[config.mk]
export PLATFORM = sky130hd
export DESIGN_NAME = ogpr_ram
export DESIGN_NICKNAME = d
export VERILOG_FILES = /design/src/rtl/ogpr_ram.sv
export SDC_FILE = /design/constraint.sdc
export NUM_CORES = 1
export LEC_CHECK = 0
export BUFFER_PORTS_ARGS = -buffer_cell sky130_fd_sc_hd__buf_4
export CORE_ASPECT_RATIO = 1.75
export CORE_UTILIZATION = 35
export DETAILED_ROUTE_END_ITERATION = 12
export PLACE_DENSITY = 0.46
export SLEW_MARGIN = 20
export SYNTH_ARGS = -nofsm -noshare
export SYNTH_HDL_FRONTEND = slang
export SYNTH_SLANG_ARGS = --single-unit
[constraint.sdc]
create_clock -name clk -period 2.5 [get_ports clk]
set_input_delay 0.375 -clock clk [delete_from_list [all_inputs] [get_ports clk]]
set_output_delay 0.375 -clock clk [all_outputs]
set_load 0.1 [all_outputs]
[src/rtl/ogpr_ram.sv]
// ----------------------------------------------------------------------------
// ogpr_ram
// Generic simple dual-port RAM: one write port, one read port, registered read.
// ----------------------------------------------------------------------------
module ogpr_ram #(
  parameter int WIDTH = 8,
  parameter int DEPTH = 64
) (
  input  logic                     clk,
  input  logic                     we,
  input  logic [$clog2(DEPTH)-1:0] waddr,
  input  logic [WIDTH-1:0]         wdata,
  input  logic [$clog2(DEPTH)-1:0] raddr,
  output logic [WIDTH-1:0]         rdata
);

  logic [WIDTH-1:0] mem [DEPTH];

  always_ff @(posedge clk) begin
    if (we) begin
      mem[waddr] <= wdata;
    end
    rdata <= mem[raddr];
  end

endmodule

# Word-level counts from Yosys, hierarchy flattened
# Memory sizes are Yosys's and may differ from the RTL's. A register that Yosys moved wholly into a read port is not among the register bits.
# Index checks and enable logic that the tools add are counted.
# totals
ff_bits	0
ramBits	512
output_inout_bits	8
word_cells	3
mem_count	1
# classes
n_mux	2
# mem_list
name	words	width	rd	rd_clocked_by_memory_dff	write_ports	line_no	rtl
mem	64	8	1	1	1	17	logic [WIDTH-1:0] mem [DEPTH];
# ops
cell	n
$mux W1	2

# Longest topological paths before layout
# logic_depth
depth_word	2
mapped_depth	9

# Worst setup path before layout
# Ideal clock, no wire load.
# synth_path
path_type	input to register
from	in raddr[1]
to	reg rdata[3], read port of mem
setup_time_ns	0.128
arrival_ns	1.915
t_required_ns	2.372
setup_slack_ns	0.457
path_stages	7
n_path_buf	3
cell_sequence	buf_4 > buf_2 > buf_2 > mux4_2 > mux4_2 > o21ai_1 > o41ai_1
# synth_lines
element	line_no	rtl
start: declaration	13	input logic [$clog2(DEPTH)-1:0] raddr,
end: declaration	14	output logic [WIDTH-1:0] rdata

==> results.md <==
- Reg2Reg Setup Slack: 0.42 ns
- Placed Cells: 1814
- Row count: 116
- Clock sinks: 520
- Asr flop ratio synth: 0
- Fin. Hold Viols: 0
- Final Max Tran Viols: 0
- Via count: 9747
- Placed cell area: 0.0221 sq mm
- Synth Instances: 940
- Main area contributors after synthesis: edfxtp_1, mux4_2, nor2_1
- P per Cell Area: 770 mW/mm^2
- RR Endpoint: rdata[4]
- Start point of the critical path: mem[20][4]
- Port bufs: 29
- Max IR drop VDD: 599 uV
- Synth Area in Adders: 0
- Post-synth cell types: 40
- Most numerous cell in the Yosys netlist: edfxtp_1
- Area share of xor/xnor cells in the synthesized design: 0
- Tightest Hold Check Type: input pin to register
- Initial antenna violation count: 1
- Worst Skew: 0.0279 ns
- Area grow syn2layout: 17.4%
- Synth top area share: 0.762
- Rel. slew slack: 0.484
- Post-synthesis mux area share: 0.159
- Largest family of logic cells by synthesized area: multiplexers
- Final wirelength: 52.5 mm
- Max-cap violations: 0
- FMAX: 481 MHz
- Clk slew on worst S/H paths: 0.07 ns
- EDFF count, synth: 512
- RSZ-0062 raised after global routing: false
- Post-synth top flop: edfxtp_1
- Starting Density: 0.354
- TritonCTS clock tree: built
- DR iter-0 viols: 761
- Post-DRT Antenna Nets: 0
- Simple-gate portion of the synthesized area: 0.0339
- Final Cell Area: 0.0237 sq mm
- DP Wirelength: 34.4 mm
- Sequential share of the synthesized area: 0.770
- Share of cells above drive strength 1: 0.325
- Fin crit share: 0.831
- Min Tclk post-route: 2.08 ns
- Post-CTS Hold Buffers: 0
- Crit path buffers/inverters: 1
- Critical Path, Cell by Cell: mux4_2 > mux2_2 > o221a_2 > nor3_1 > buf_4 > o32ai_1
- Inserted Clock Buffers: 48
- Die Y: 320 um
- Synth cell count leaders: edfxtp_1, mux4_2, nor2_1
- Worst reg2reg path depth: 6
- Post-CTS Setup Repair Bufs: 0
- Layout Cells excl Fill: 1903
- Clk_lat worst skew: 0.60 ns
- Register Area: 0.0155 sq mm
- Compound-cell area share of the yosys netlist: 0.0207
- DR pass1 iterations: 5
- Drt via density: 5.12
- Post-synth net total: 962
- Critical Path AT: 2.53 ns
- Slowest CP cell: mux4_2
- Max H-tree Level: 2
- Power, Total: 18.2 mW
- Core box area: 0.0570 sq mm
- Yosys top cell by area: edfxtp_1
- Req. time, crit path: 2.95 ns
- Crit-path max cell delay: 0.47 ns
- DRC viols: 0
- Nets: 1119
- GRT Overall Usage: 0.185
- # setup viols final: 0
- Global placer's final weighted congestion: 0.786
- Worst setup EP type: register
- Setup crit end: rdata[4]
- Kind of critical path: register to register
- Die area: 0.0586 sq mm
- Ports: 30
- Status: completed
- Worst r2r src: mem[20][4]
- Grt ovf: 0
- CTS Buffer Depth: 3
- Filler Cells Inserted: 5037
- Critical path's top delay family: multiplexers
- Die Wd: 183 um
- Post-Route Utilization: 0.415
- Highest net fanout along the worst path: 1
- Flops & latches, synth: 520
- Syn_area_per_cell: 21.5 sq um
- Post-Syn Area: 0.0202 sq mm
- Hold_ws: 0.185 ns
- DR WL/cell: 27.6 um
- Multi-input gate area: 0.00432 sq mm
- Post-CTS Resized: 0
- Number of global-route vias before repair: 10500
- CP Launch Type: register
- Tightest Pin Transition: 0.774 ns
- Largest net degree at the start of global routing: 65
- Yosys warns: 0
- Crit path depth: 6
- Leakage power: 7.57 nW
- Global-route wire length before repair: 76.2 mm
- CTS Root Cell: clkbuf_16
## layout by cell type, fill, tap and decap left out, types with 4 or more instances in the layout
master	n
nand2b_1	7
a221oi_1	6
buf_12	9
clkbuf_1	12
mux2i_1	23
clkbuf_16	49
clkinv_1	6
mux2_2	13
buf_4	148
edfxtp_1	512
bufinv_16	5
dfxtp_1	8
a211oi_1	4
mux4_2	126
nor3_1	7
clkinv_2	10
nand2_1	19
o22ai_1	8
nor2_1	83
nor2b_1	14
nand3_1	13
o221ai_1	8
## per-layer routing
metal,vias up,share of wire,track usage
met1,5236,0.38,0.217
met4,0,0.028,0.0583
li1,4237,-,-
met3,73,0.032,0.0191
met5,-,0,0
met2,201,0.56,0.349
## per-stage QoR
| stage | setup slack, ns | TNS (ns) |
|---|---|---|
| floorplan | 0.457 | 0 |
| global placement | -0.150 | -0.317 |
| detailed placement | -0.0703 | -0.200 |
| CTS | 0.420 | 0 |
| global route | 0.376 | 0 |
| finish | 0.422 | 0 |
## worst reg2reg max path, cell delays in order, from the launching register on
cell      delay [ns]
edfxtp_1        0.38
mux4_2          0.47
mux2_2          0.28
o221a_2         0.31
nor3_1          0.23
buf_4           0.17
o32ai_1         0.10
## state kept, by name, indices dropped and copies added, names as in the netlist
register,cells
mem,512
rdata,8
## worst min path at each step
| stage | from | end | cells after the start |
|---|---|---|---|
| after floorplan | wdata[0] | mem[0][0] | 0 |
| after global placement | raddr[5] | rdata[1] | 3 |
| after detailed placement | raddr[5] | rdata[1] | 3 |
| after CTS | raddr[5] | rdata[1] | 3 |
| after global routing | raddr[5] | rdata[1] | 3 |
| final | raddr[5] | rdata[1] | 3 |
## where the power goes
| group | switching [mW] | total [mW] | internal, mW |
|---|---|---|---|
| clock network | 3.25 | 7.44 | 4.19 |
| logic | 0.715 | 1.13 | 0.418 |
| registers | 0.0307 | 9.68 | 9.65 |
| total | 3.99 | 18.2 | 14.3 |
## final cells by class
class,count,area share
sequential,520,0.656
multi-input combinational,369,0.182
timing repair buffer,158,0.0551
clock buffer,63,0.0548
tap,767,0.0405
clock inverter,25,0.0112
antenna,1,0.000106
## kinds of logic (layout without fill, tap and decap cells)
logic type	count (synthesis)	count (layout)
AND/OR/NAND/NOR	153	153
flip-flops	520	520
AO/OA/AOI/OAI	54	54
other	0	1
buffers and inverters	51	246
multiplexers	162	162
(Power assumes the default switching activity.)
