## config.mk

```make
export PLATFORM = sky130hd
export DESIGN_NAME = ogpr_div
export DESIGN_NICKNAME = d
export VERILOG_FILES = /design/src/rtl/ogpr_pkg.sv /design/src/rtl/ogpr_div.sv
export SDC_FILE = /design/constraint.sdc
export NUM_CORES = 1
export LEC_CHECK = 0
export ABC_CLOCK_PERIOD_IN_PS = 3800
export BUFFER_PORTS_ARGS = -buffer_cell sky130_fd_sc_hd__clkbuf_2
export CAP_MARGIN = 25
export CORE_AREA = 3 3 55 96
export DETAILED_ROUTE_END_ITERATION = 6
export DIE_AREA = 0 0 58 99
export PLACE_DENSITY = 0.83
export REMOVE_ABC_BUFFERS = 1
export SYNTH_ARGS = -nofsm -noshare
export SYNTH_HDL_FRONTEND = slang
export SYNTH_SLANG_ARGS = --single-unit
```

## constraint.sdc

```tcl
create_clock -name clk -period 3.8 [get_ports clk]
set_input_delay 0.38 -clock clk [delete_from_list [all_inputs] [get_ports clk]]
set_output_delay 0.38 -clock clk [all_outputs]
set_load 0.03 [all_outputs]
```

## src/rtl/ogpr_pkg.sv

```systemverilog
// ----------------------------------------------------------------------------
// ogpr_pkg
// Shared constants, codes and types of the occupancy grid polygon raster unit.
// ----------------------------------------------------------------------------
package ogpr_pkg;

  localparam int GRID_COLUMNS = 64;
  localparam int GRID_ROWS    = 64;
  localparam int MAX_VERTICES = 16;
  localparam int MIN_VERTICES = 3;

  localparam int PIX_W     = 10;
  localparam int CFG_W     = 11;
  localparam int CNT_CFG_W = 7;
  localparam int TYPE_W    = 3;
  localparam int STAT_W    = 2;

  localparam int COL_W      = (GRID_COLUMNS > 1) ? $clog2(GRID_COLUMNS) : 1;
  localparam int ROW_W      = (GRID_ROWS > 1) ? $clog2(GRID_ROWS) : 1;
  localparam int GRID_AW    = ROW_W + COL_W;
  localparam int GRID_DEPTH = GRID_ROWS * (2 ** COL_W);
  localparam int CNT_W      =
    $clog2(((GRID_COLUMNS > GRID_ROWS) ? GRID_COLUMNS : GRID_ROWS) + 1);
  localparam int VI_W       = $clog2(MAX_VERTICES);
  localparam int VC_W       = $clog2(MAX_VERTICES + 2);
  localparam int BND_W      = PIX_W + 2;

  localparam int DIV_NW = 2 * PIX_W;
  localparam int DIV_DW = CFG_W;

  localparam int APB_AW = 5;
  localparam int APB_DW = 32;

  localparam logic [1:0] OP_VERTEX = 2'd0;
  localparam logic [1:0] OP_CHECK  = 2'd1;
  localparam logic [1:0] OP_QUERY  = 2'd2;

  localparam logic [TYPE_W-1:0] TYPE_OBSTACLE   = 3'd1;
  localparam logic [TYPE_W-1:0] TYPE_HIGHEST    = 3'd4;
  localparam logic [TYPE_W-1:0] TYPE_OUT_OF_MAP = 3'd5;

  localparam logic [STAT_W-1:0] STATUS_OK   = 2'd0;
  localparam logic [STAT_W-1:0] STATUS_FEW  = 2'd1;
  localparam logic [STAT_W-1:0] STATUS_MANY = 2'd2;

  localparam logic [2:0] REG_CELL_WIDTH   = 3'd0;
  localparam logic [2:0] REG_CELL_HEIGHT  = 3'd1;
  localparam logic [2:0] REG_MAP_WIDTH    = 3'd2;
  localparam logic [2:0] REG_MAP_HEIGHT   = 3'd3;
  localparam logic [2:0] REG_CELLS_ACROSS = 3'd4;
  localparam logic [2:0] REG_CELLS_DOWN   = 3'd5;

  typedef struct packed {
    logic [CFG_W-1:0] cell_w;
    logic [CFG_W-1:0] cell_h;
    logic [CFG_W-1:0] map_w;
    logic [CFG_W-1:0] map_h;
    logic [CNT_W-1:0] cols;
    logic [CNT_W-1:0] rows;
  } cfg_t;

endpackage

```

## src/rtl/ogpr_div.sv

```systemverilog
// ----------------------------------------------------------------------------
// ogpr_div
// Shared restoring divider, one quotient bit per cycle, done pulse at the end.
// ----------------------------------------------------------------------------
module ogpr_div (
  input  logic                      clk,
  input  logic                      rst,
  input  logic                      go,
  input  logic [ogpr_pkg::DIV_NW-1:0] num,
  input  logic [ogpr_pkg::DIV_DW-1:0] den,
  output logic [ogpr_pkg::DIV_NW-1:0] quo,
  output logic [ogpr_pkg::DIV_DW-1:0] rem,
  output logic                      done
);
  import ogpr_pkg::*;

  localparam int CW = $clog2(DIV_NW);

  logic              busy;
  logic [CW-1:0]     cnt;
  logic [DIV_DW-1:0] dreg;
  logic [DIV_DW:0]   shifted;
  logic [DIV_DW:0]   trial;
  logic              take;

  assign shifted = {rem, quo[DIV_NW-1]};
  assign trial   = shifted - {1'b0, dreg};
  assign take    = shifted >= {1'b0, dreg};

  always_ff @(posedge clk) begin
    if (rst) begin
      busy <= 1'b0;
      done <= 1'b0;
    end else begin
      done <= 1'b0;
      if (go) begin
        quo  <= num;
        rem  <= '0;
        dreg <= den;
        cnt  <= CW'(DIV_NW - 1);
        busy <= 1'b1;
      end else if (busy) begin
        rem <= take ? trial[DIV_DW-1:0] : shifted[DIV_DW-1:0];
        quo <= {quo[DIV_NW-2:0], take};
        cnt <= cnt - 1'b1;
        if (cnt == '0) begin
          busy <= 1'b0;
          done <= 1'b1;
        end
      end
    end
  end

endmodule

```

### Word level (Yosys, flattened, before mapping)

Cells that the tools add are included.

* logic and storage cells: 25
* register bits after elaboration: 49
* input bits: 34
* output and inout port bits: 32

* $lt $le $gt $ge: 1
* reductions and logical operators: 5
* $add $sub $neg: 2
* bitwise gates (word level): 2
* multiplexer cells: 9

Operators by type and width (number)
* $mux W20: 2
* $mux W11: 2
* $ge A12 B11 Y1: 1
* $sub A11 B11 Y11: 1
* $logic_not A5 Y1: 1
* $mux W5: 1
* $sub A5 B1 Y5 const B: 1
* $mux W1: 4
* $reduce_and A2 Y1: 2
* $reduce_or A3 Y1: 1
* $not A1 Y1: 2
* $reduce_bool A2 Y1: 1

### Logic depth before layout (Yosys ltp)

* depth in word-level cells: 4
* mapped depth: 10

### Worst setup path after synthesis

Ideal clock, no wire load.

* kind: input to register
* start: input go
* end: register cnt[0], enable pin
* data required time: 3.369 ns
* cell stages on the path: 3
* buffers on the path: 1
* path slack: 1.183 ns
* arrival time: 2.186 ns
* path through: clkbuf_1 nor2_1 nor2_1

* word-level cells in the longest chain between the ends: 2

RTL lines
* start, declared: line ogpr_div.sv:8 `input logic go,`
* $reduce_bool A2 Y1 (no source line)
* $reduce_and A2 Y1 (no source line)
* end signal, assigned: line ogpr_div.sv:40 `cnt <= CW'(DIV_NW - 1);`
* end signal, assigned: line ogpr_div.sv:45 `cnt <= cnt - 1'b1;`
* end, declared: line ogpr_div.sv:20 `logic [CW-1:0] cnt;`

Every way passes these cells.
A chain may end at the register's enable or synchronous reset.

### Worst setup path in the final report

* start: register rem[4] (netlist bit)
* end: register rem[1] (netlist bit), data pin

* word-level cells in the longest chain between the ends: 3

RTL lines
* start, declared: line ogpr_div.sv:12 `output logic [ogpr_pkg::DIV_DW-1:0] rem,`
* start signal, assigned: line ogpr_div.sv:43 `rem <= take ? trial[DIV_DW-1:0] : shifted[DIV_DW-1:0];`
* $ge A12 B11 Y1: line ogpr_div.sv:28 `assign take = shifted >= {1'b0, dreg};`
* $mux W11: line ogpr_div.sv:43
* $mux W11: line ogpr_div.sv:42 `end else if (busy) begin`

Every way passes these cells. The select of a mux whose other input is x is not followed.

==> metrics.txt <==
Filler cells=363; Seq. cell area=1450 um^2; delay-heaviest family, CP=simple AND/OR/NAND/NOR gates; htree depth=2; Layout area overhead=18.5%; RD Place Congestion=between 0.8 and 0.9; CP bufs+invs=0; HP Class=in -> reg; status=complete, no violations; Inserted Diodes=0; Core Footprint=4620 um^2; Fin Hold WS=between 0.2 and 0.3 ns; largest net degree at the start of global routing=38; register bit total from synthesis=49; # DRC=0; dpl hpwl=approximately 4500 um; Leak=1.29 nW; met1 Usage GRT=0.229; Layout Utilization=0.663; Post-Syn Instances=208; Synth area leader=edfxtp_1; Clock Skews=0.00708 ns; Clock Latency Late Sink=0.29 ns; Clock Pin Slew Worst Setup and Hold Paths=0.09 ns; Rows=33; Period Utilization, post-route=0.662; Die Wd=58 um; average size of a mapped cell=12.4 um^2; fraction of registers with async set/reset=0; Worst EP arrival=2.55 ns; Tot Pwr=0.00136 W; final instance area=approximately 3100 um^2; Overflow after GRT=0; Post CTS Setup Buffer Count=0; DR WL/cell=17.5 um; CP Max Fanout=7; sequential share of the synthesized area=0.561; First-pass DRT Iterations=4; Max Fclk=0.397 GHz; Final Hold Viols=0; Clock Tree Buf Depth=2; commonest cells after routing, fill and taps aside=clkbuf_2, edfxtp_1, mux2_2, inv_1, a21oi_1; max_slew headroom=0.331; CTS Root Cell=clkbuf_8; startpoint types=register; Unique masters post-synth=between 40 and 50; Die Y=approximately 100 um; Critical Path RT=roughly 3.8 ns; setup total negative slack=0 ns; DRT Wirelength=5760 um; fin nets=approximately 320; ys flop type=edfxtp_1; layout cells sized above 1=0.372; DIE AREA=5740 um^2; Setup crit end kind=register; Worst Max-Slew Pin Slew=1.00 ns; GRT met3 Usage=0.0393; Detail Route Antenna Nets=0; Port-buffer cells=65; GR peak layer=met2; Final Setup Violations=0; Slew Viols, Final=0; GRT Total Usage=0.216; RSZ-0062 raised after global routing=false; Max Cap Viol=0; Post-DP Area=2960 um^2; DRT iter0 DRCs=59; number of flops mapped to enable cells by yosys=47; Synth top area share=0.546; via count=1928; multi-input logic area=1050 um^2; Synth warnings=0; antenna violations before repair=0; time the worst path needs with I/O delays and setup=roughly 2.5 ns; crit path max-delay cell type=or3_4; via-per-instance ratio=~5.9; top-level port count=66; Initial Utilization=0.559; commonest non-fill, non-tap cell in the layout=clkbuf_2; first-pass GRT wire length=9290 um; hold_buf cts=0; PwrDens=445 nW/um^2; M2 GR Usage=0.381; Clock Sinks=49; CTS resizes=0; max incr delay on CP=0.44 ns; worst vdd ir=roughly 0.33 mV; top area cells in the synthesized netlist=edfxtp_1, mux2_2, ha_1, a21oi_1, xnor2_1; CTS Buf Count=5; crit-path cells=ha_1, a21o_1, or3_4, o21a_4, or3_4, a21oi_1, a211oi_1; CTS tree=done; mapped cell area=about 2600 um^2; Crit path top cell by count=or3_4; Crit Path Class=reg -> reg; vias in the first global route=1956
-- through the flow --
stage | instances | setup WS (ns)
final | 329 | 1.28
after global routing | 329 | 1.22
after CTS | 328 | 1.32
after detailed placement | 320 | 1.31
after global placement | 320 | 1.40
after floorplan | 202 | 1.26
-- power breakdown --
| part | internal, W | switching, W | leakage, nW |
|---|---|---|---|
| clock | 0.000130 | 0.000164 | 0.0385 |
| sequential | 0.000648 | 0.0000270 | 0.463 |
| combinational | 0.000152 | 0.000242 | 0.790 |
| total | 0.000931 | 0.000433 | 1.29 |
-- worst paths after layout --
check / from / endpoint / slack, ns / depth (start not counted)
max: rem[4] / rem[1] / 1.28 / 7
min: den[6] / dreg[6] / 0.25 / 1
max reg2reg: rem[4] / rem[1] / 1.28 / 7
min reg2reg: busy / done / 0.50 / 1
-- layer usage --
metal  part of all wire  wire (um)
met5                  0          0
met4              0.053        303
met3              0.053        306
met2               0.56       3210
met1               0.34       1940
-- synth_stat cells (all sizes together), types with 2 or more instances --
cell,n
edfxtp,47
mux2,19
inv,16
a21oi,15
ha,13
nor2,13
nand2,12
o21ai,12
xnor2,8
nand3,6
clkbuf,5
nand2b,4
nor3,4
o211ai,4
o21a,4
a211oi,3
or3,3
a21o,2
dfxtp,2
o211a,2
-- final cells by class --
type	count	area share
Sequential cell	49	0.474
Multi-Input combinational cell	136	0.342
Timing Repair Buffer	67	0.115
Clock buffer	7	0.0249
Tap cell	52	0.0212
Inverter	17	0.0208
Clock inverter	1	0.00245
-- kinds of logic (layout without fill, tap and decap cells) --
group	Yosys count	in the layout	share of synthesized area
flip-flops	49	49	0.561
AND/OR/NAND/NOR	48	48	0.103
AO/OA/AOI/OAI	47	47	0.119
buffers and inverters	23	92	0.0363
multiplexers	19	19	0.0828
adder cells (fa/ha/maj)	14	14	0.0707
XOR/XNOR	8	8	0.0271
-- registers in the layout (all words and copies together) (netlist names) --
register and count:
dreg 11, rem 11, done 1, cnt 5
quo 20, busy 1
No activity file was read; power rests on OpenSTA's default activity.
