<file path="src/rtl/ogpr_pkg.sv">
// ----------------------------------------------------------------------------
// ogpr_pkg
// Shared constants, codes and types of the occupancy grid polygon raster unit.
// ----------------------------------------------------------------------------
package ogpr_pkg;

  localparam int GRID_COLUMNS = 64;
  localparam int GRID_ROWS    = 64;
  localparam int MAX_VERTICES = 16;
  localparam int MIN_VERTICES = 3;

  localparam int PIX_W     = 10;
  localparam int CFG_W     = 11;
  localparam int CNT_CFG_W = 7;
  localparam int TYPE_W    = 3;
  localparam int STAT_W    = 2;

  localparam int COL_W      = (GRID_COLUMNS > 1) ? $clog2(GRID_COLUMNS) : 1;
  localparam int ROW_W      = (GRID_ROWS > 1) ? $clog2(GRID_ROWS) : 1;
  localparam int GRID_AW    = ROW_W + COL_W;
  localparam int GRID_DEPTH = GRID_ROWS * (2 ** COL_W);
  localparam int CNT_W      =
    $clog2(((GRID_COLUMNS > GRID_ROWS) ? GRID_COLUMNS : GRID_ROWS) + 1);
  localparam int VI_W       = $clog2(MAX_VERTICES);
  localparam int VC_W       = $clog2(MAX_VERTICES + 2);
  localparam int BND_W      = PIX_W + 2;

  localparam int DIV_NW = 2 * PIX_W;
  localparam int DIV_DW = CFG_W;

  localparam int APB_AW = 5;
  localparam int APB_DW = 32;

  localparam logic [1:0] OP_VERTEX = 2'd0;
  localparam logic [1:0] OP_CHECK  = 2'd1;
  localparam logic [1:0] OP_QUERY  = 2'd2;

  localparam logic [TYPE_W-1:0] TYPE_OBSTACLE   = 3'd1;
  localparam logic [TYPE_W-1:0] TYPE_HIGHEST    = 3'd4;
  localparam logic [TYPE_W-1:0] TYPE_OUT_OF_MAP = 3'd5;

  localparam logic [STAT_W-1:0] STATUS_OK   = 2'd0;
  localparam logic [STAT_W-1:0] STATUS_FEW  = 2'd1;
  localparam logic [STAT_W-1:0] STATUS_MANY = 2'd2;

  localparam logic [2:0] REG_CELL_WIDTH   = 3'd0;
  localparam logic [2:0] REG_CELL_HEIGHT  = 3'd1;
  localparam logic [2:0] REG_MAP_WIDTH    = 3'd2;
  localparam logic [2:0] REG_MAP_HEIGHT   = 3'd3;
  localparam logic [2:0] REG_CELLS_ACROSS = 3'd4;
  localparam logic [2:0] REG_CELLS_DOWN   = 3'd5;

  typedef struct packed {
    logic [CFG_W-1:0] cell_w;
    logic [CFG_W-1:0] cell_h;
    logic [CFG_W-1:0] map_w;
    logic [CFG_W-1:0] map_h;
    logic [CNT_W-1:0] cols;
    logic [CNT_W-1:0] rows;
  } cfg_t;

endpackage

</file>
<file path="src/rtl/ogpr_cfg.sv">
// ----------------------------------------------------------------------------
// ogpr_cfg
// APB register file for cell size, map size and grid extent.
// ----------------------------------------------------------------------------
module ogpr_cfg (
  input  logic                        clk,
  input  logic                        rst,
  input  logic                        psel,
  input  logic                        penable,
  input  logic                        pwrite,
  input  logic [ogpr_pkg::APB_AW-1:0] paddr,
  input  logic [ogpr_pkg::APB_DW-1:0] pwdata,
  output logic [ogpr_pkg::APB_DW-1:0] prdata,
  output logic                        pready,
  output ogpr_pkg::cfg_t              cfg
);
  import ogpr_pkg::*;

  logic [CFG_W-1:0]     cell_width, cell_height, map_width, map_height;
  logic [CNT_CFG_W-1:0] cells_across, cells_down;
  logic [2:0]           idx;

  assign idx    = paddr[APB_AW-1:2];
  assign pready = 1'b1;

  always_ff @(posedge clk) begin
    if (rst) begin
      cell_width   <= CFG_W'(16);
      cell_height  <= CFG_W'(16);
      map_width    <= CFG_W'(1024);
      map_height   <= CFG_W'(1024);
      cells_across <= CNT_CFG_W'(64);
      cells_down   <= CNT_CFG_W'(64);
    end else if (psel && penable && pwrite && pready) begin
      case (idx)
        REG_CELL_WIDTH:   cell_width   <= pwdata[CFG_W-1:0];
        REG_CELL_HEIGHT:  cell_height  <= pwdata[CFG_W-1:0];
        REG_MAP_WIDTH:    map_width    <= pwdata[CFG_W-1:0];
        REG_MAP_HEIGHT:   map_height   <= pwdata[CFG_W-1:0];
        REG_CELLS_ACROSS: cells_across <= pwdata[CNT_CFG_W-1:0];
        REG_CELLS_DOWN:   cells_down   <= pwdata[CNT_CFG_W-1:0];
        default: ;
      endcase
    end
  end

  always_comb begin
    case (idx)
      REG_CELL_WIDTH:   prdata = APB_DW'(cell_width);
      REG_CELL_HEIGHT:  prdata = APB_DW'(cell_height);
      REG_MAP_WIDTH:    prdata = APB_DW'(map_width);
      REG_MAP_HEIGHT:   prdata = APB_DW'(map_height);
      REG_CELLS_ACROSS: prdata = APB_DW'(cells_across);
      REG_CELLS_DOWN:   prdata = APB_DW'(cells_down);
      default:          prdata = '0;
    endcase
  end

  always_comb begin
    cfg.cell_w = (cell_width == '0) ? CFG_W'(1) : cell_width;
    cfg.cell_h = (cell_height == '0) ? CFG_W'(1) : cell_height;
    cfg.map_w  = map_width;
    cfg.map_h  = map_height;
    cfg.cols   = (32'(cells_across) > GRID_COLUMNS) ? CNT_W'(GRID_COLUMNS)
                                                    : CNT_W'(cells_across);
    cfg.rows   = (32'(cells_down) > GRID_ROWS) ? CNT_W'(GRID_ROWS)
                                               : CNT_W'(cells_down);
  end

endmodule

</file>
<file path="config.mk">
export PLATFORM = sky130hd
export DESIGN_NAME = ogpr_cfg
export DESIGN_NICKNAME = d
export VERILOG_FILES = /design/src/rtl/ogpr_pkg.sv /design/src/rtl/ogpr_cfg.sv
export SDC_FILE = /design/constraint.sdc
export NUM_CORES = 1
export LEC_CHECK = 0
export BUFFER_PORTS_ARGS = -buffer_cell sky130_fd_sc_hd__buf_2
export CAP_MARGIN = 20
export CORE_ASPECT_RATIO = 0.8
export CORE_MARGIN = 10
export CORE_UTILIZATION = 45
export CTS_CLUSTER_DIAMETER = 80
export DETAILED_ROUTE_END_ITERATION = 10
export PLACE_DENSITY_LB_ADDON = 0.15
export SKIP_LAST_GASP = 1
export SLEW_MARGIN = 40
export SYNTH_ARGS = -nofsm -noshare
export SYNTH_HDL_FRONTEND = slang
export SYNTH_SLANG_ARGS = --single-unit
export TNS_END_PERCENT = 30
</file>
<file path="constraint.sdc">
create_clock -name clk -period 2.6 [get_ports clk]
set_input_delay 0.65 -clock clk [delete_from_list [all_inputs] [get_ports clk]]
set_output_delay 0.65 -clock clk [all_outputs]
set_load 0.02 [all_outputs]
</file>
== Yosys cells after proc, flatten, opt, wreduce, memory -nomap -nowiden ==
Cells that the tools add are included.

* Word-level logic and storage cells: 29
* Output and inout bits: 91
* Input bits: 42
* Flip-flop bits (word level): 58

* Equal/unequal tests: 5
* $lt $le $gt $ge: 2
* Reduce and logical (&&, ||, !) cells: 11
* Mux-type cells: 5

{| class="wikitable"
|+ Operators with widths
! cell !! count
|-
| one-hot mux 11 bit (6 select lines) || 1
|-
| logical NOT 11 bit || 2
|-
| two-way mux 11 bit || 2
|-
| greater-than comparator 7 bit, second input constant || 2
|-
| two-way mux 7 bit || 2
|-
| AND reduction 2 bit || 6
|-
| == test 3 x 2 -> 1 bit, second input constant || 2
|-
| == test 3 bit, second input constant || 2
|-
| == test 3 x 1 -> 1 bit, second input constant || 1
|-
| logical NOT 3 bit || 1
|-
| logical AND 1 bit || 2
|}

== Longest topological paths before layout ==
* Depth in word-level cells: 3
* Mapped depth: 6
* Gate-level depth less buffers: 3

== Least setup slack after synthesis ==
OpenSTA, ideal clock, no wires.

* Path type: in2out
* Start: input paddr[3] (netlist bit)
* End: output prdata[0] (netlist bit)
* Cell stages on the path: 4
* Data arrival time: 1.640 ns
* Required time: 1.950 ns
* Path slack: 0.310 ns
* Path buffers: 2
* Cell sequence: buf_2 -> nand2b_1 -> clkbuf_2 -> o21ai_0

* Cells in the longest elaborated chain, start to end: 2
* Elaborated cells on any way between the ends: 7
* Those cells by class: eq/ne (5); mux (1); reduce/logical (1)

{| class="wikitable"
|+ Ends and longest elaborated chain
! item !! line !! RTL
|-
| start: declaration || ogpr_cfg.sv:11 || <nowiki>input logic [ogpr_pkg::APB_AW-1:0] paddr,</nowiki>
|-
| == test 3 bit, or another cell as far along || ogpr_cfg.sv:48 || <nowiki>case (idx)</nowiki>
|-
| one-hot mux 11 bit (6 select lines) * || ogpr_cfg.sv:48 ||
|-
| end: declaration || ogpr_cfg.sv:13 || <nowiki>output logic [ogpr_pkg::APB_DW-1:0] prdata,</nowiki>
|}

Mark *: on every way between the ends. The rest lies on a longest branch, timed or not.

== Worst setup path after layout ==
* Start: input paddr[2] (netlist bit)
* End: output prdata[9] (netlist bit)

The elaborated chain is that of the path after synthesis.

==> results.txt <==
The initial antenna violation count is 0. The worst max-slew margin expressed relative to the limit came out at 58.6%. Dividing the detail-routed via count by the number of cells gives 5.35.

The layout net count came out at 463. The run finished with clean final reports. The clock buffer count from CTS came out at 9. The mean instance size in the synthesized netlist came out at 9.13 um^2. Clock tree synthesis found a total of 58 sinks.

Summed over all layers, the routed wires come to 10.0 mm. After floorplanning, the core was divided into 27 placement rows. By area the synthesized netlist is led by sky130_fd_sc_hd__dfxtp_1 36%, sky130_fd_sc_hd__mux2i_1 12%, sky130_fd_sc_hd__nand2b_1 8.3%. The max-capacitance violation count is 0.

At the pin with the least slew margin, the transition time is 0.621 ns. The number of global-route vias before repair is 2,750. The global placement routability congestion came out at 0.843. Clock-pin slew was measured on the worst setup and hold paths at 0.06 ns. The power per cell area is 491 nW/um^2. The setup total negative slack is 0 ns. The combinational power share is 11.6%. Synthesis produced a netlist whose cell count is 356. Counting along the longest clock path gives a buffer depth of 2. Dividing the detail-routed wire length by the instance count gives 19.5 um. The internal power is 1350 uW. For this run, the top clock speed supported by timing is 398 MHz. The synthesized design devotes to its leading area cell type 35.7% of total area. The largest clock skew in the final design is 0 ns.

The register bit count reported by yosys came out at 58. The sequential cell area came out at 1160 um^2. The die covers 11,000 um^2. The number of nets with antenna violations after detailed routing is 0.

The share of total power in sequential cells is 48.6%. Once detailed placement completed, the half-perimeter wirelength came to 7.47 mm. STA puts the critical path data arrival time at 1.87 ns. The die width came out at 115 um.

The final antenna diode count is 0. Of the total power, the clock network draws 39.8%. Input and output buffers added on the ports amount to 87. 133 I/O pins were placed.

The first-iteration detailed-routing DRC count came out at 181. Summing all multi-input logic gate instances after layout gives 1780 um^2. The initial core utilization is 46.7%. The path class of the tightest hold or removal check is flop to flop. The count of synthesis-stage warnings from yosys came out at 0.

Net switching is 27.0% of the power. The final instance area is 3780 um^2. CTS placed an instance of sky130_fd_sc_hd__clkbuf_8 at the clock tree root.

TritonCTS built the clock tree. The H-tree generated during clock tree synthesis spans 3 levels. The global router's overall resource usage is 17.8%. In the finished design, the share of the clock period the worst path needs comes to 96.7%.

The kind of start point of the critical path is an input pin. The routed design could run at a clock period as short as 2.52 ns. The number of different library cells used by synthesis comes to 34.

The critical path endpoint category is an output pin. The area of the placeable core is 6960 um^2. The layout has 676 filler cells. The maximum number of pins on one net before global-route repair is 40. The mapped cell area came out at 3250 um^2. The post-route netlist has 33.4% of its cells at a drive strength greater than 1.

The count of unresolved DRC violations after routing came out at 0. The static power due to leakage came out at 0.00188 uW. The switching power summed over all nets came out at 501 uW. The cell area after placement came out at 3600 um^2. The final count of pins violating max slew came out at 0. The global-route wire length before repair came out at 15.3 mm. The number of detailed-route iterations in the first pass is 5. The total congestion overflow after global routing is 0. Setup repair after global routing left no endpoint under its margin.

The largest vdd supply drop is 248 uV. The top fanout value on the critical path came out at 10. The floorplan step set the die height to 96.0 um. The count of endpoints failing hold in the final timing report came to 0. The required time reported for the critical path endpoint is 1.95 ns. The largest total area in the synthesized netlist belongs to sky130_fd_sc_hd__dfxtp_1. The insertion delay to the later sink of the worst-skew pair is 0.33 ns. The sequential share of the synthesized area came out at 35.7%.

The number of vias in the routed layout is 2,739. The critical path is of the input pin to output pin type. The final setup violation count came out at 0. The area added between synthesis and finish came out at 16.2%. The post-CTS repair timing setup buffer count came out at 0.
[final cells by class]
type                    instances  area share [%]
clock buffers                  12            4.11
multi-input cells             250            47.1
clock inverters                 3           0.397
well taps                      87            2.88
repair buffers                101            14.7
flip-flops and latches         58            30.7
inverters                       1          0.0993
[worst paths after layout]
kind / start / end / slack (ns) / cells past startpoint
worst max-delay path: paddr[2] / prdata[9] / 0.08 / 6
worst min-delay path: cells_down[3] / cells_down[3] / 0.49 / 2
worst max register to register: cells_down[6] / cells_down[6] / 1.76 / 2
worst min register to register: cells_down[3] / cells_down[3] / 0.49 / 2
[metal layers]
layer	part of all wire [%]	GRT usage, %	vias to the layer above
met4	1.1	5.25	0
met5	0	0	-
met2	45	27.0	117
met3	8.8	4.91	11
met1	45	24.1	1317
li1	-	-	1294
[placed cells by master (no fill, tap or decap), types with 11 or more instances in the layout]
master	count
sky130_fd_sc_hd__a21oi_1	14
sky130_fd_sc_hd__mux2_2	14
sky130_fd_sc_hd__nand2b_1	43
sky130_fd_sc_hd__o21ai_0	30
sky130_fd_sc_hd__dfxtp_1	58
sky130_fd_sc_hd__nor2_1	13
sky130_fd_sc_hd__nor2b_1	26
sky130_fd_sc_hd__conb_1	22
sky130_fd_sc_hd__buf_2	86
sky130_fd_sc_hd__nand3_1	11
sky130_fd_sc_hd__clkbuf_8	11
sky130_fd_sc_hd__buf_4	13
sky130_fd_sc_hd__mux2i_1	39
[power by group through the flow]
stage,combinational (uW),sequential (uW),clock (uW)
final,215,902,739
after global routing,229,902,786
after CTS,213,902,747
after detailed placement,211,922,0
after global placement,211,922,0
after floorplan,167,922,0
[synth_stat cells]
library cell               count
sky130_fd_sc_hd__dfxtp_1      58
sky130_fd_sc_hd__nand2b_1     43
sky130_fd_sc_hd__mux2i_1      39
sky130_fd_sc_hd__clkbuf_1     31
sky130_fd_sc_hd__o21ai_0      30
sky130_fd_sc_hd__nor2b_1      27
sky130_fd_sc_hd__buf_4        25
sky130_fd_sc_hd__a21oi_1      14
sky130_fd_sc_hd__mux2_2       14
sky130_fd_sc_hd__nor2_1       13
sky130_fd_sc_hd__nand3_1      11
sky130_fd_sc_hd__a22oi_1       9
sky130_fd_sc_hd__buf_2         5
sky130_fd_sc_hd__buf_6         4
sky130_fd_sc_hd__nor4_1        4
sky130_fd_sc_hd__a221oi_1      3
sky130_fd_sc_hd__mux4_2        3
sky130_fd_sc_hd__a31o_2        2
sky130_fd_sc_hd__clkbuf_2      2
sky130_fd_sc_hd__conb_1        2
sky130_fd_sc_hd__nand2_2       2
sky130_fd_sc_hd__o21ai_1       2
sky130_fd_sc_hd__o22ai_1       2
sky130_fd_sc_hd__and4_1        1
sky130_fd_sc_hd__and4b_1       1
sky130_fd_sc_hd__inv_1         1
sky130_fd_sc_hd__mux4_1        1
sky130_fd_sc_hd__nand2_4       1
sky130_fd_sc_hd__nand3_4       1
sky130_fd_sc_hd__nand4b_4      1
sky130_fd_sc_hd__nor2_8        1
sky130_fd_sc_hd__nor2b_4       1
sky130_fd_sc_hd__o31ai_1       1
sky130_fd_sc_hd__or2_1         1
[through the flow]
step	cells	setup slack [ns]	hold slack [ns]	total power [uW]	util [%]
final	512	0.0847	0.490	1860	54.3
after global placement	497	-0.0576	0.475	1130	51.8
after detailed placement	497	-0.0719	0.477	1130	51.8
after CTS	512	0.0156	0.491	1860	54.3
after global routing	512	0.0328	0.509	1920	54.3
after floorplan	376	0.310	0.457	1090	-
[critical path, cell delays in order]
cell	delay [ns]
sky130_fd_sc_hd__buf_2	0.25
sky130_fd_sc_hd__buf_4	0.24
sky130_fd_sc_hd__buf_4	0.15
sky130_fd_sc_hd__mux4_2	0.27
sky130_fd_sc_hd__nor2b_1	0.15
sky130_fd_sc_hd__buf_2	0.15
[flip-flops by register name (all words and copies together) (netlist names)]
| signal | cells |
|---|---|
| cell_height | 11 |
| cell_width | 11 |
| map_height | 11 |
| map_width | 11 |
| cells_across | 7 |
| cells_down | 7 |
[cell families after synthesis]
group,Yosys count,synth area share (%)
and+or+nand+nor,108,21.2
buffers and inverters,68,11.9
AOI/OAI and AO/OA,63,11.1
DFF,58,35.7
muxes,57,19.7
other,2,0.231
[repair_timing]
| item | in CTS | in global routing |
|---|---|---|
| gates resized for setup | 1 | 1 |
| hold buffers | 0 | 0 |
| endpoints found under the setup margin | 4 | 1 |
(Power assumes the default switching activity.)
